### src/rtl/mdsd_pkg.sv
// Shared types and constants for the minimum descriptor set distance block.
// Used by mdsd_ctrl, mdsd_datapath and the min_descriptor_set_distance top level.
package mdsd_pkg;

   // Default geometry of the descriptor stores
   localparam int DESCRIPTOR_DIM_DEF  = 128;
   localparam int MAX_DESCRIPTORS_DEF = 4;

   // Fixed field widths
   localparam int ACTION_W  = 2;
   localparam int SLOT_W    = 2;
   localparam int ELEMENT_W = 7;
   localparam int VALUE_W   = 8;
   localparam int COUNT_W   = 3;
   localparam int DIST_W    = 24;
   localparam int SQ_W      = 2 * VALUE_W;

   // Request actions; the fourth code is ignored
   typedef enum logic [ACTION_W-1:0] {
      ACT_LOAD_A  = 2'd0,
      ACT_LOAD_B  = 2'd1,
      ACT_COMPUTE = 2'd2
   } action_type;

   // Controller states
   typedef enum logic [1:0] {
      ST_IDLE,
      ST_RUN,
      ST_DRAIN
   } state_type;

   // Commands from controller to datapath
   typedef struct packed {
      logic wr_a;      // write request value into set A
      logic wr_b;      // write request value into set B
      logic rd_en;     // read one element pair from both stores
      logic rd_first;  // the read is the first element of a pair
      logic rd_last;   // the read is the last element of a pair
      logic start;     // new compute: reset running minimum
      logic res_load;  // copy running minimum into the result register
   } cmd_type;

   // Status from datapath to controller
   typedef struct packed {
      logic busy;      // element pipeline still holds work
   } status_type;

endpackage

### src/rtl/mdsd_ctrl.sv
// Controller for the minimum descriptor set distance block: request decode,
// pair and element sequencing, result handshake. Depends on mdsd_pkg.
module mdsd_ctrl #(
   parameter int DESCRIPTOR_DIM  = mdsd_pkg::DESCRIPTOR_DIM_DEF,
   parameter int MAX_DESCRIPTORS = mdsd_pkg::MAX_DESCRIPTORS_DEF,
   localparam int ADDR_W = (MAX_DESCRIPTORS * DESCRIPTOR_DIM > 1) ?
                           $clog2(MAX_DESCRIPTORS * DESCRIPTOR_DIM) : 1
) (
   input  logic                            clock,
   input  logic                            reset,
   input  logic                            req_valid,
   output logic                            req_stall,
   input  logic [mdsd_pkg::ACTION_W-1:0]   req_action,
   input  logic [mdsd_pkg::SLOT_W-1:0]     req_slot,
   input  logic [mdsd_pkg::ELEMENT_W-1:0]  req_element,
   input  logic [mdsd_pkg::COUNT_W-1:0]    req_count_a,
   input  logic [mdsd_pkg::COUNT_W-1:0]    req_count_b,
   output logic                            rsp_valid,
   input  logic                            rsp_stall,
   output logic                            rsp_pair_found,
   output mdsd_pkg::cmd_type               cmd,
   input  mdsd_pkg::status_type            status,
   output logic [ADDR_W-1:0]               wr_addr,
   output logic [ADDR_W-1:0]               rd_addr_a,
   output logic [ADDR_W-1:0]               rd_addr_b
);
   import mdsd_pkg::*;

   localparam int IDX_W = (MAX_DESCRIPTORS > 1) ? $clog2(MAX_DESCRIPTORS) : 1;
   localparam int CNT_W = $clog2(MAX_DESCRIPTORS + 1);
   localparam int CMP_W = CNT_W + 1;
   localparam int K_W   = (DESCRIPTOR_DIM > 1) ? $clog2(DESCRIPTOR_DIM) : 1;

   state_type        state_ff, state_in;
   logic [IDX_W-1:0] i_ff, i_in;
   logic [IDX_W-1:0] j_ff, j_in;
   logic [K_W-1:0]   k_ff, k_in;
   logic [CNT_W-1:0] na_ff, na_in;
   logic [CNT_W-1:0] nb_ff, nb_in;
   logic             found_ff, found_in;
   logic             rsp_valid_ff, rsp_valid_in;
   logic             rsp_found_ff, rsp_found_in;

   logic             req_accept;
   action_type       act;
   logic             wr_in_range;
   logic [CNT_W-1:0] na_sat, nb_sat;
   logic             k_last, j_last, i_last;
   logic             drain_done;

   // Decode the request
   assign act         = action_type'(req_action);
   assign req_accept  = req_valid && !req_stall;
   assign wr_in_range = (int'(req_slot) < MAX_DESCRIPTORS) &&
                        (int'(req_element) < DESCRIPTOR_DIM);
   assign wr_addr     = ADDR_W'(int'(req_slot) * DESCRIPTOR_DIM + int'(req_element));

   // Saturate set counts to the store capacity
   always_comb begin
      if (int'(req_count_a) > MAX_DESCRIPTORS) begin
         na_sat = CNT_W'(MAX_DESCRIPTORS);
      end else begin
         na_sat = CNT_W'(req_count_a);
      end
      if (int'(req_count_b) > MAX_DESCRIPTORS) begin
         nb_sat = CNT_W'(MAX_DESCRIPTORS);
      end else begin
         nb_sat = CNT_W'(req_count_b);
      end
   end

   // Sequence position: A index, B index, element index
   assign k_last = (k_ff == K_W'(DESCRIPTOR_DIM - 1));
   assign j_last = ((CMP_W'(j_ff) + CMP_W'(1)) == CMP_W'(nb_ff));
   assign i_last = ((CMP_W'(i_ff) + CMP_W'(1)) == CMP_W'(na_ff));

   assign rd_addr_a = ADDR_W'(int'(i_ff) * DESCRIPTOR_DIM + int'(k_ff));
   assign rd_addr_b = ADDR_W'(int'(j_ff) * DESCRIPTOR_DIM + int'(k_ff));

   // Finish once the pipeline is empty and the result register is free
   assign drain_done = (state_ff == ST_DRAIN) && !status.busy &&
                       (!rsp_valid_ff || !rsp_stall);

   // Next state
   always_comb begin
      state_in = state_ff;
      unique case (state_ff)
         ST_IDLE: begin
            if (req_accept && act == ACT_COMPUTE) begin
               if (na_sat == '0 || nb_sat == '0) begin
                  state_in = ST_DRAIN;
               end else begin
                  state_in = ST_RUN;
               end
            end
         end
         ST_RUN: begin
            if (k_last && j_last && i_last) begin
               state_in = ST_DRAIN;
            end
         end
         ST_DRAIN: begin
            if (drain_done) begin
               state_in = ST_IDLE;
            end
         end
         default: begin
            state_in = ST_IDLE;
         end
      endcase
   end

   // Outputs and datapath commands
   always_comb begin
      req_stall    = (state_ff != ST_IDLE);
      cmd          = '0;
      cmd.wr_a     = req_accept && (act == ACT_LOAD_A) && wr_in_range;
      cmd.wr_b     = req_accept && (act == ACT_LOAD_B) && wr_in_range;
      cmd.start    = req_accept && (act == ACT_COMPUTE);
      cmd.rd_en    = (state_ff == ST_RUN);
      cmd.rd_first = (k_ff == '0);
      cmd.rd_last  = k_last;
      cmd.res_load = drain_done;
   end

   // Advance the pair and element counters
   always_comb begin
      i_in     = i_ff;
      j_in     = j_ff;
      k_in     = k_ff;
      na_in    = na_ff;
      nb_in    = nb_ff;
      found_in = found_ff;
      if (cmd.start) begin
         i_in     = '0;
         j_in     = '0;
         k_in     = '0;
         na_in    = na_sat;
         nb_in    = nb_sat;
         found_in = (na_sat != '0) && (nb_sat != '0);
      end else if (state_ff == ST_RUN) begin
         if (k_last) begin
            k_in = '0;
            if (j_last) begin
               j_in = '0;
               i_in = i_ff + IDX_W'(1);
            end else begin
               j_in = j_ff + IDX_W'(1);
            end
         end else begin
            k_in = k_ff + K_W'(1);
         end
      end
   end

   // Result handshake: load wins over a same-cycle take
   always_comb begin
      rsp_valid_in = rsp_valid_ff;
      rsp_found_in = rsp_found_ff;
      if (rsp_valid_ff && !rsp_stall) begin
         rsp_valid_in = 1'b0;
      end
      if (cmd.res_load) begin
         rsp_valid_in = 1'b1;
         rsp_found_in = found_ff;
      end
   end

   always_ff @(posedge clock) begin
      if (reset) begin
         state_ff     <= ST_IDLE;
         rsp_valid_ff <= 1'b0;
      end else begin
         state_ff     <= state_in;
         rsp_valid_ff <= rsp_valid_in;
      end
   end

   always_ff @(posedge clock) begin
      i_ff         <= i_in;
      j_ff         <= j_in;
      k_ff         <= k_in;
      na_ff        <= na_in;
      nb_ff        <= nb_in;
      found_ff     <= found_in;
      rsp_found_ff <= rsp_found_in;
   end

   assign rsp_valid      = rsp_valid_ff;
   assign rsp_pair_found = rsp_found_ff;

`ifndef ASSERT_OFF
   a_rd_wr_excl: assert property (@(posedge clock) disable iff (reset)
      cmd.rd_en |-> !(cmd.wr_a || cmd.wr_b))
      else $error("store write during compute sweep");

   a_run_index: assert property (@(posedge clock) disable iff (reset)
      (state_ff == ST_RUN) |->
         ((CMP_W'(i_ff) < CMP_W'(na_ff)) && (CMP_W'(j_ff) < CMP_W'(nb_ff))))
      else $error("descriptor index beyond set count");

   a_rsp_from_drain: assert property (@(posedge clock) disable iff (reset)
      $rose(rsp_valid_ff) |-> ($past(state_ff) == ST_DRAIN))
      else $error("response raised outside drain");
`endif

endmodule

### config.mk
export PLATFORM = sky130hd
export DESIGN_NAME = mdsd_ctrl
export DESIGN_NICKNAME = d
export VERILOG_FILES = /design/src/rtl/mdsd_pkg.sv /design/src/rtl/mdsd_ctrl.sv
export SDC_FILE = /design/constraint.sdc
export NUM_CORES = 1
export LEC_CHECK = 0
export BUFFER_PORTS_ARGS = -buffer_cell sky130_fd_sc_hd__buf_2
export CORE_ASPECT_RATIO = 0.7
export CORE_MARGIN = 4
export CORE_UTILIZATION = 45
export CTS_CLUSTER_DIAMETER = 120
export CTS_CLUSTER_SIZE = 28
export DETAILED_ROUTE_END_ITERATION = 10
export GPL_TIMING_DRIVEN = 0
export PLACE_DENSITY = 0.78
export SLEW_MARGIN = 15
export SYNTH_ARGS = -nofsm -noshare
export SYNTH_HDL_FRONTEND = slang
export SYNTH_SLANG_ARGS = --single-unit
### constraint.sdc
create_clock -name clock -period 1.9 [get_ports clock]
set_input_delay 0.285 -clock clock [delete_from_list [all_inputs] [get_ports clock]]
set_output_delay 0.285 -clock clock [all_outputs]
set_load 0.02 [all_outputs]
==> run summary <==
After clock tree synthesis, the clock-pin slew on the worst setup and hold paths is roughly 0.08 ns. The highest metal layer with signal wires is met4. The floorplan step defined a core boundary enclosing roughly 2600 um2. The hold path startpoint is reset.

The synthesized net count came out at between 150 and 200. Routability-driven placement finished with a final weighted congestion of 0.790. STA puts the critical path data required time at 1.62 ns. The share of layout cells above drive strength 1 came out at approximately 47%. The final routed wirelength across all metal layers came out at a little over 3000 um. The met1 wire length came out at 1260 um.

STA classifies the critical path startpoint as a flip-flop. The die covers 3690 um2. The amount of wire on met3 after detailed routing is 190 um.

The vertical extent of the die came out at about 52 um. The path depth of the worst reg2reg path is 5. For this run, the number of Yosys warnings is 0.

The tool flagged a number of max-cap violations equal to 0. The worst min-delay path endpoint is rsp_valid. The filler cells instantiated in the layout total 218.

The tightest min-delay check is of the in2reg type. The post-layout instance count excluding filler cells is around 220. The actual slew at the worst max-slew pin is around 0.59 ns.

The count of clock tree sinks came out at 22. The overall routing resource usage came out at between 10% and 20%. The clock tree from TritonCTS is yes. The library cell used most frequently in the layout, excluding fill and tap cells, is sky130_fd_sc_hd__buf_2. Subtracting the final worst setup slack from the clock period gives 1.84 ns. The placement row count came out at 15.

In this run the number of H-tree levels came out at 1. The number of inserted diodes is 0. The first detailed-routing pass ran for 4 iterations. The post-synthesis instance area came out at 1250 um2.

Counting every instance in the synthesized netlist gives approximately 130. The average footprint of a synthesized cell is approximately 9.3 um2. The largest net degree at the start of global routing is 17. The flow ran to the end, and the final reports show no timing, DRC or antenna violations.

The hold buffer count at cts came out at 0. Relative to the synthesized area, the layout overhead comes to 34.6%. Data arrives at the worst endpoint at 1.56 ns. The number of antenna violations at the first check in global routing is 0.

For this design the top-level I/O count stands at ~60. In the layout the commonest cells are sky130_fd_sc_hd__buf_2, sky130_fd_sc_hd__buf_4, sky130_fd_sc_hd__nand2_1. The insertion delay of the later-clocked pin in the worst-skew pair came out at ~0.26 ns.

The post-route clock period utilization is between 90% and 100%. The number of cells after detailed placement came out at roughly 220. The post-route total power is 1.84 mW. The detail-routed via count per cell came out at between 5 and 6.

Clock skew on the completed layout was measured at roughly 0.0033 ns. The leakage power figure came out at ~0.8 nW. The overall overflow remaining after global route came out at 0. Setup violations remaining at the end of the flow were counted as 0. The TritonCTS buffer count came out at 3. The setup path with the least slack is of type reg2out. The ratio of total power to cell area came out at 1090 nW/um2. The wire length on met2 is about 1600 um. The largest fanout on the critical path came out at 7. The share of synthesized area occupied by flip-flops and latches is around two fifths.

IR analysis of the VDD net gives a maximum drop of about 0.0006 V. For this block, the initial DRC count from the detailed router was 56. In the final routed layout, each cell accounts on average for roughly 14 um. Detailed placement ended at an HPWL of between 2000 and 2500 um. The detailed-route via count is between 1000 and 1500. Once the floorplan was initialized, standard cells occupied a little under 50% of the core.

STA classifies the critical path endpoint as a primary output. The total of buffers placed on input and output ports is 49. In the final design database the tool counted 215 nets. The first global-routing pass estimated approximately 4800 um of wire. The relative slew slack came out at between 60% and 70%. The minimum setup slack among reg-to-reg paths is approximately 0.32 ns.

In this run the critical register-to-register path is launched from j_ff[0]. The highest achievable clock rate is about 540 MHz. The register bit count reported by yosys is 22. The capture point of the worst reg-to-reg path is i_ff[0]. The post-detailed-route DRC marker count is 0.

The synthesized netlist contains 33 unique library cells. Setup repair after global routing could not meet its margin everywhere. The number of cells traversed by the worst hold path came out at 2. Once detail routing completed, the nets flagged for antenna violations numbered 0.

The number of hold-slack violations in the final timing report came out at 0. The count of final max-slew check failures is 0. Measured along the x axis, the die boundary spans between 70 and 80 um.

The via count of the first global-routing pass was about 1100. In this run the deepest clock path goes through 2 buffers. The cell sitting at the root of the clock tree is a sky130_fd_sc_hd__clkbuf_8.
per-layer routing:
metal  GRT usage, %  vias up
met5              0        -
met4           3.13        0
met3           5.02        2
met2           31.4       37
met1           18.7      553
li1               -      559
stage by stage:
step	setup TNS [ns]	utilization (%)	instance area [um2]	hold WS [ns]	setup slack, ns
3_3_place_gp	0	60.3	1540	0.406	0.187
6_report	0	65.7	1680	0.213	0.0599
3_5_place_dp	0	60.3	1540	0.415	0.160
2_1_floorplan	0	-	1250	0.354	0.128
5_1_grt	-0.0142	65.7	1680	0.220	-0.0142
4_1_cts	0	64.2	1640	0.209	0.0211
synth_stat cells:
cell type                  number  area, um2
sky130_fd_sc_hd__inv_1          4       15.0
sky130_fd_sc_hd__edfxtp_1       8        240
sky130_fd_sc_hd__and2_1         2       12.5
sky130_fd_sc_hd__nand3b_1       1       7.51
sky130_fd_sc_hd__and3_1         4       25.0
sky130_fd_sc_hd__clkbuf_1       2       7.51
sky130_fd_sc_hd__o311ai_0       1       8.76
sky130_fd_sc_hd__and4_4         1       11.3
sky130_fd_sc_hd__nor2_1         7       26.3
sky130_fd_sc_hd__and4_1         1       8.76
sky130_fd_sc_hd__xnor2_1        4       35.0
sky130_fd_sc_hd__nor3_1         2       10.0
sky130_fd_sc_hd__or4b_2         1       10.0
sky130_fd_sc_hd__nor3b_1        1       7.51
sky130_fd_sc_hd__o32a_1         1       10.0
sky130_fd_sc_hd__dfxtp_1       14        280
sky130_fd_sc_hd__a211oi_1       1       7.51
sky130_fd_sc_hd__nor2b_1        5       31.3
sky130_fd_sc_hd__ha_1           4       50.1
sky130_fd_sc_hd__xor2_1         7       61.3
sky130_fd_sc_hd__o31a_1         1       8.76
sky130_fd_sc_hd__buf_4         18        135
sky130_fd_sc_hd__nand2_1       11       41.3
sky130_fd_sc_hd__nand2b_1       2       12.5
sky130_fd_sc_hd__a21oi_1        9       45.0
sky130_fd_sc_hd__nand3_4        1       17.5
sky130_fd_sc_hd__nand4_1        6       37.5
sky130_fd_sc_hd__or3_1          5       31.3
sky130_fd_sc_hd__a31oi_1        1       6.26
sky130_fd_sc_hd__o21ai_0        4       20.0
sky130_fd_sc_hd__nand3_1        2       10.0
sky130_fd_sc_hd__clkinv_2       1       5.00
sky130_fd_sc_hd__buf_2          2       10.0
cells by family (layout without fill, tap and decap cells):
logic type	count (synthesis)	in the layout	synth area share, %
adders and majority gates	4	4	4.02
DFF	22	22	41.8
buffers and inverters	27	81	13.9
and+or+nand+nor	52	52	24.1
AOI/OAI and AO/OA	18	18	8.53
xor gates and xnor gates	11	11	7.73
area by class of cell:
type                    instances  area [um2]  area share [%]
plain buffers                  21         150            8.95
inverters                       5        20.0            1.19
repair buffers                 51         269            16.0
well taps                      34        42.5            2.54
clock inverters                 1        30.0            1.79
flip-flops and latches         22         531            31.6
clock buffers                   3        41.3            2.46
multi-input cells              85         594            35.4
report_power, final:
group          switching (mW)  internal, mW
registers              0.0997         0.563
clock network           0.158         0.281
logic                   0.419         0.314
total                   0.677          1.16
worst max-delay path by stage:
| stage | start | endpoint | slack, ns | depth (start not counted) |
|---|---|---|---|---|
| final | k_ff[0] | cmd[3] | 0.06 | 5 |
| after global routing | k_ff[0] | cmd[3] | -0.01 | 5 |
| after CTS | k_ff[0] | cmd[2] | 0.02 | 6 |
| after detailed placement | k_ff[0] | cmd[2] | 0.16 | 6 |
| after global placement | k_ff[0] | cmd[2] | 0.19 | 6 |
| after floorplan | k_ff[0] | cmd[3] | 0.13 | 4 |
worst max-delay path, stage by stage (launching register included):
cell and delay [ns]:
sky130_fd_sc_hd__dfxtp_4 0.38, sky130_fd_sc_hd__inv_2 0.07, sky130_fd_sc_hd__ha_4 0.12, sky130_fd_sc_hd__or4b_4 0.46
sky130_fd_sc_hd__nor3_4 0.13, sky130_fd_sc_hd__buf_6 0.14
what timing repair did:
item	4_1_cts	5_1_grt
setup endpoints to repair	2	3
buffers inserted	0	2
resized for setup	9	11
cloned	0	0
pin swaps	0	1
registers in the layout (all words and copies together) (netlist names):
register and flops:
found_ff 1, nb_ff 3, rsp_valid 1, k_ff 7, i_ff 2, state_ff 2, rsp_pair_found 1, j_ff 2
na_ff 3
Power figures use the tool's default switching activity.
